$ cat src/rtl/assert_macros.svh
// ----------------------------------------------------------------------------
// Assertion macros for the page table engine.
// Each macro expands to one labelled concurrent assertion that is switched
// off while the synchronous reset is held.
// ----------------------------------------------------------------------------
`ifndef ASSERT_MACROS_SVH
`define ASSERT_MACROS_SVH

// Same-cycle implication: cons must hold at the edge where ante holds.
`define TLPT_ASSERT_IMP(lbl, clk, rstn, ante, cons, msg) \
  lbl: assert property (@(posedge clk) disable iff (!(rstn)) (ante) |-> (cons)) \
    else $error(msg);

// Next-cycle implication: cons must hold at the edge after the one where ante holds.
`define TLPT_ASSERT_NXT(lbl, clk, rstn, ante, cons, msg) \
  lbl: assert property (@(posedge clk) disable iff (!(rstn)) (ante) |=> (cons)) \
    else $error(msg);

`endif

$ cat src/rtl/tlpt_pkg.sv
// ----------------------------------------------------------------------------
// tlpt_pkg
// Beat types, command and status codes, and the control interface shared by
// the page table engine's controller and datapath.
// ----------------------------------------------------------------------------
package tlpt_pkg;

  localparam int DIR_ENTRIES = 1024;
  localparam int DIR_AW      = 10;
  localparam int TBL_ENTRIES = 1024;
  localparam int TBL_AW      = 10;
  localparam int OFFSET_W    = 12;
  localparam int CNT_W       = 24;
  localparam int SCNT_W      = 5;

  localparam logic [CNT_W-1:0]  COUNT_MAX      = 24'hFFFFFF;
  localparam logic [SCNT_W-1:0] SLOT_LIMIT_RST = 5'd16;

  localparam int FLAG_PRESENT_BIT = 0;
  localparam int FLAG_USER_BIT    = 2;

  localparam logic [1:0] CMD_MAP     = 2'd0;
  localparam logic [1:0] CMD_UNMAP   = 2'd1;
  localparam logic [1:0] CMD_LOOKUP  = 2'd2;
  localparam logic [1:0] CMD_SETUSER = 2'd3;

  localparam logic [1:0] ST_OK          = 2'd0;
  localparam logic [1:0] ST_DIR_ABSENT  = 2'd1;
  localparam logic [1:0] ST_PAGE_ABSENT = 2'd2;
  localparam logic [1:0] ST_NO_SLOT     = 2'd3;

  typedef struct packed {
    logic [1:0]  command;
    logic [31:0] vaddr;
    logic [31:0] target_addr;
    logic [11:0] entry_flags;
  } tlpt_in_t;

  typedef struct packed {
    logic [1:0]        status;
    logic [31:0]       phys_result;
    logic              is_mapped;
    logic              dir_user;
    logic [CNT_W-1:0]  mapped_count;
    logic [SCNT_W-1:0] slots_used;
  } tlpt_out_t;

  // Commands from the controller to the datapath.
  typedef struct packed {
    logic clr_step;
    logic load;
    logic page_rd;
    logic commit;
  } tlpt_cmd_t;

  // Status from the datapath to the controller.
  typedef struct packed {
    logic clr_last;
  } tlpt_stat_t;

endpackage

$ cat src/rtl/tlpt_ctrl.sv
// ----------------------------------------------------------------------------
// tlpt_ctrl
// Sequencer for the page table engine: runs the clearing pass after reset,
// then steps each beat through the directory read, the page read and commit.
// ----------------------------------------------------------------------------
module tlpt_ctrl import tlpt_pkg::*; (
  input  logic       clk,
  input  logic       rst_n,
  input  logic       in_valid,
  output logic       in_ready,
  output logic       out_valid,
  input  logic       out_ready,
  input  tlpt_stat_t stat,
  output tlpt_cmd_t  cmd
);

  typedef enum logic [1:0] {
    S_CLEAR,
    S_IDLE,
    S_DIR,
    S_PAGE
  } state_t;

  state_t state_r, state_nxt;
  logic   out_valid_r, out_valid_nxt;
  logic   accept;
  logic   out_free;

  assign in_ready  = (state_r == S_IDLE);
  assign out_valid = out_valid_r;
  assign accept    = in_valid && in_ready;
  assign out_free  = !out_valid_r || out_ready;

  always_comb begin
    cmd          = '0;
    state_nxt    = state_r;
    cmd.clr_step = (state_r == S_CLEAR);
    cmd.load     = accept;
    cmd.page_rd  = (state_r == S_DIR);
    cmd.commit   = (state_r == S_PAGE) && out_free;
    unique case (state_r)
      S_CLEAR: begin
        if (stat.clr_last) state_nxt = S_IDLE;
      end
      S_IDLE: begin
        if (accept) state_nxt = S_DIR;
      end
      S_DIR: begin
        state_nxt = S_PAGE;
      end
      S_PAGE: begin
        if (out_free) state_nxt = S_IDLE;
      end
      default: begin
        state_nxt = S_CLEAR;
      end
    endcase
    out_valid_nxt = cmd.commit || (out_valid_r && !out_ready);
  end

  always_ff @(posedge clk) begin
    if (!rst_n) begin
      state_r     <= S_CLEAR;
      out_valid_r <= 1'b0;
    end else begin
      state_r     <= state_nxt;
      out_valid_r <= out_valid_nxt;
    end
  end

endmodule

$ cat config.mk
export PLATFORM = sky130hd
export DESIGN_NAME = tlpt_ctrl
export DESIGN_NICKNAME = d
export VERILOG_FILES = /design/src/rtl/assert_macros.svh /design/src/rtl/tlpt_pkg.sv /design/src/rtl/tlpt_ctrl.sv
export SDC_FILE = /design/constraint.sdc
export NUM_CORES = 1
export LEC_CHECK = 0
export CAP_MARGIN = 10
export CORE_AREA = 2 2 39 41
export CTS_CLUSTER_SIZE = 12
export DETAILED_ROUTE_END_ITERATION = 6
export DIE_AREA = 0 0 41 43
export DONT_BUFFER_PORTS = 1
export GPL_TIMING_DRIVEN = 0
export SETUP_SLACK_MARGIN = 0.4
export SYNTH_ARGS = -nofsm -noshare
export SYNTH_HDL_FRONTEND = slang
export SYNTH_SLANG_ARGS = --single-unit
$ cat constraint.sdc
create_clock -name clk -period 1.3 [get_ports clk]
set_input_delay 0.195 -clock clk [delete_from_list [all_inputs] [get_ports clk]]
set_output_delay 0.195 -clock clk [all_outputs]
set_load 0.005 [all_outputs]
# Yosys cells after proc, flatten, opt, wreduce, memory -nomap -nowiden
# Index checks and enable logic that the tools add are counted.
[op_classes]
n_reduce_logical = 9
eq_ne = 6
n_mux = 4
[op_table]
columns = ["op", "count"]
rows = [
  ["$pmux 2 s4", 1],
  ["$mux 2", 3],
  ["$eq 2x2->1 const B", 2],
  ["$ne 2x2->1 const B", 2],
  ["$logic_and 1x1->1", 3],
  ["$reduce_and 3->1", 1],
  ["$eq 2x1->1 const B", 1],
  ["$logic_not 1->1", 2],
  ["$logic_not 2->1", 1],
  ["$logic_or 1x1->1", 2],
  ["$ne 2x1->1 const B", 1],
]
[totals]
regBits = 3
in_bits = 5
output_inout_bits = 6
wordCells = 21

# Longest topological paths before layout
[depth]
depth_word = 4
mapped_depth = 4
depth_no_buf = 4

# Worst setup path before layout
# Ideal clock, no wire load.
[synth_path]
path_type = "register to register"
start = "register state_r[1]"
end = "register state_r[0]"
required_time_ps = 1228
path_buffers = 0
path_stages_with_launch = 5
setup_slack_ps = -67
t_arrival_ps = 1296
setup_ps = 72
period_less_slack_ps = 1367
cell_sequence = "dfxtp_1 -> inv_1 -> ha_1 -> a222oi_1 -> mux2i_1"
[synth_via]
elab_chain_cells = 4
word_cells_on_any_way = 10
cone_classes = "eq/ne: 6; mux: 1; reduce/logical: 3"
[synth_rtl]
columns = ["item", "line_no", "source"]
rows = [
  ["start: declaration", "tlpt_ctrl.sv:24", "state_t state_r, state_nxt;"],
  ["start signal: assignment", "tlpt_ctrl.sv:66", "state_r <= state_nxt;"],
  ["$eq 2x1->1 *", "tlpt_ctrl.sv:29", "assign in_ready = (state_r == S_IDLE);"],
  ["via in_ready", "tlpt_ctrl.sv:10", "output logic in_ready,"],
  ["$logic_and 1x1->1", "tlpt_ctrl.sv:31", "assign accept = in_valid && in_ready;"],
  ["$ne 2x1->1 (no source line)", "-", ""],
  ["$reduce_and 3->1 (no source line)", "-", ""],
]
# The timed path passes the listed nets; every way through them passes the cells marked *.
# A chain may end at the register's enable or synchronous reset.

# Worst setup path in the final report
[layout_path]
start = "register state_r[1]"
end = "register state_r[1]"
# Same word-level chain as after synthesis.

==> results.tsv <==
stage	metric	value	unit
run_status	outcome	finished, violations left	
run_status	failing checks	setup timing	
cells_and_area	# diodes	0	
cells_and_area	proportion of layout cells with a drive suffix above 1	0.576	
timing	final hold vios	0	
clock_network	clk slew on worst S/H paths	0.04	ns
power	PD cells	1980	nW/um^2
die	FP Rows	14	
place	gpl congestion	0.591	
die	starting density of the core	0.162	
drt	Routed Antenna Nets	0	
drt	Starting DRT DRC Count	2	
clock_network	H-Tree Depth	1	
setup_path	r2r startpoint	state_r[1]$_SDFFE_PN0P_	
drt	routed len/inst	9.45	um
min_path	Hold Path End	out_valid$_SDFF_PN0_	
timing	Setup WS post-layout	-0.0157	ns
timing	Period minus WS final	1.32	ns
grt	met3 Usage GRT	0.0576	
drt	final WL	463	um
synth	post-synthesis sequential area ratio	0.268	
grt	GRT Max-Usage Layer	met2	
synth	Yosys reg bits	3	
timing	Worst-Margin Slew	0.264	ns
grt	GRT Overall Usage	0.0631	
place	Port Buffers	0	
grt	met1 usage	0.0318	
setup_path	cell depth of the worst flop-to-flop path	5	
timing	setup TNS	-0.0157	ns
setup_path	Crit Path Class	reg2reg	
drt	drt first pass iters	4	
drt	Post-route DRC	0	
grt	initial antenna violation count	0	
min_path	hold path cells	1	
timing	Max-slew headroom	0.824	
timing	Finish-stage setup viols	1	
min_path	Worst Hold Class	in2reg	
die	number of I/O pins	11	
clock_network	clk sinks	3	
grt	largest net degree at the start of global routing	6	
synth	Ys Warns	0	
cells_and_area	Area Overhead vs Synth	64.2	%
synth	Yosys cell types	12	
synth	Cells after Synth	24	
die	die area	1760	um^2
grt	met2 Use GR	0.122	
grt	GRT overflow	0	
die	Die Width	41	um
synth	synthesized cell area	224	um^2
cells_and_area	most frequent cells in the layout	4 x buf_4, 3 x nand2_1, 3 x ha_4, 3 x clkbuf_4	
min_path	hold_sp	rst_n	
drt	Vias	196	
clock_network	CTS tree	built	
setup_path	Worst Setup End Kind	flip-flop	
grt	first-pass GRT wire length	696	um
setup_path	CP Launch Type	flip-flop	
timing	Max Clk Rate	760	MHz
die	die height	43	um
place	setup slack at placement	-0.115	ns
setup_path	reg-to-reg slack, setup	-0.02	ns
synth	syn avg cell area	9.33	um^2
cells_and_area	NumNets Final	44	
timing	Final Skew	0.00180	ns
clock_network	Clock Tree Buf Depth	2	
setup_path	reg-to-reg endpoint	state_r[1]$_SDFFE_PN0P_	
grt	number of global-route vias before repair	217	
place	post-DP HPWL	326	um
setup_path	critical path peak fanout	3	
timing	WHS	0.0858	ns
drt	vias per inst	4.00	
timing	Period Utilization, post-route	1.01	
power	worst vdd ir	0.431	mV
clock_network	Inserted Clock Buffers	3	
synth	post-synthesis net count	34	
timing	RSZ-0062 raised after global routing	yes	
power	total leakage power	0.164	nW
cells_and_area	Final Instance Area	368	um^2
clock_network	clk root buf	clkbuf_4	
place	placed cell area	268	um^2
clock_network	Clk Latency, worst-skew pair	0.23	ns
flow_run	maxcap violations	0	
clock_network	CTS Hold Bufs	0	
timing	final slew viol count	0	
setup_path	Req. time, crit path	1.44	ns
cells_and_area	most common cell after layout, fill and taps aside	buf_4	
setup_path	critical path data arrival time	1.46	ns
die	core area	1380	um^2
==> worst max-delay path, cell delays in order (launching register included) <==
cell	delay (ns)
dfxtp_4	0.36
inv_4	0.05
ha_4	0.16
a222oi_1	0.30
buf_4	0.18
mux2i_1	0.19
==> timing repair <==
action / 4_1_cts / 5_1_grt
pin swaps: 2 / 1
buffers inserted: 5 / 0
setup endpoints to repair: 7 / 8
resized for setup: 7 / 2
==> cell type report <==
cell class                      instances  area (um^2)
Tap cell                               16         20.0
Timing Repair Buffer                    5         41.3
Clock buffer                            4         26.3
Sequential cell                         3         67.6
Multi-Input combinational cell         16          181
Buffer                                  1         11.3
Fill cell                             149         1020
Inverter                                4         20.0
==> layer usage <==
layer,wire length (um),vias up
li1,-,95
met1,151,88
met2,242,13
met3,68,0
met4,0,0
met5,0,-
==> worst max path at each step <==
stage / cells past startpoint / from / to
2_1_floorplan: 4 / state_r[1]$_SDFFE_PN0P_ / state_r[1]$_SDFFE_PN0P_
3_3_place_gp: 4 / state_r[1]$_SDFFE_PN0P_ / state_r[1]$_SDFFE_PN0P_
3_5_place_dp: 4 / state_r[1]$_SDFFE_PN0P_ / state_r[1]$_SDFFE_PN0P_
4_1_cts: 5 / state_r[1]$_SDFFE_PN0P_ / state_r[1]$_SDFFE_PN0P_
5_1_grt: 5 / state_r[1]$_SDFFE_PN0P_ / state_r[0]$_SDFFE_PN0P_
6_report: 5 / state_r[1]$_SDFFE_PN0P_ / state_r[1]$_SDFFE_PN0P_
==> synth_stat cells, drive strengths merged <==
cell | number | area [um^2]
buf | 1 | 7.51
ha | 5 | 62.6
or2b | 1 | 7.51
a222oi | 1 | 10.0
nor2b | 2 | 15.0
and2 | 1 | 7.51
dfxtp | 3 | 60.1
nand2 | 3 | 11.3
o21a | 1 | 7.51
mux2i | 2 | 20.0
inv | 4 | 15.0
==> flip-flops by register name (all words and copies together), names as in the netlist <==
register,count
out_valid,1
state_r,2
==> cell families (layout without fill, tap and decap cells) <==
logic type | count (synthesis) | count (layout) | share of synthesized area
buffers and inverters | 5 | 14 | 0.101
adder cells (fa/ha/maj) | 5 | 5 | 0.279
AO/OA/AOI/OAI | 2 | 2 | 0.0782
AND/OR/NAND/NOR | 7 | 7 | 0.184
flip-flops | 3 | 3 | 0.268
multiplexers | 2 | 2 | 0.0894
==> power breakdown <==
part           switching (mW)  internal (mW)
registers              0.0441          0.136
clock network          0.0444          0.115
logic                   0.161          0.228
total                   0.249          0.479
==> stage by stage <==
step,cells,utilization,power (mW)
after detailed placement,40,0.193,0.402
after global routing,49,0.266,0.803
final,49,0.266,0.728
after floorplan,24,-,0.352
after global placement,40,0.193,0.392
after CTS,49,0.261,0.719
No activity file was read; power rests on OpenSTA's default activity.
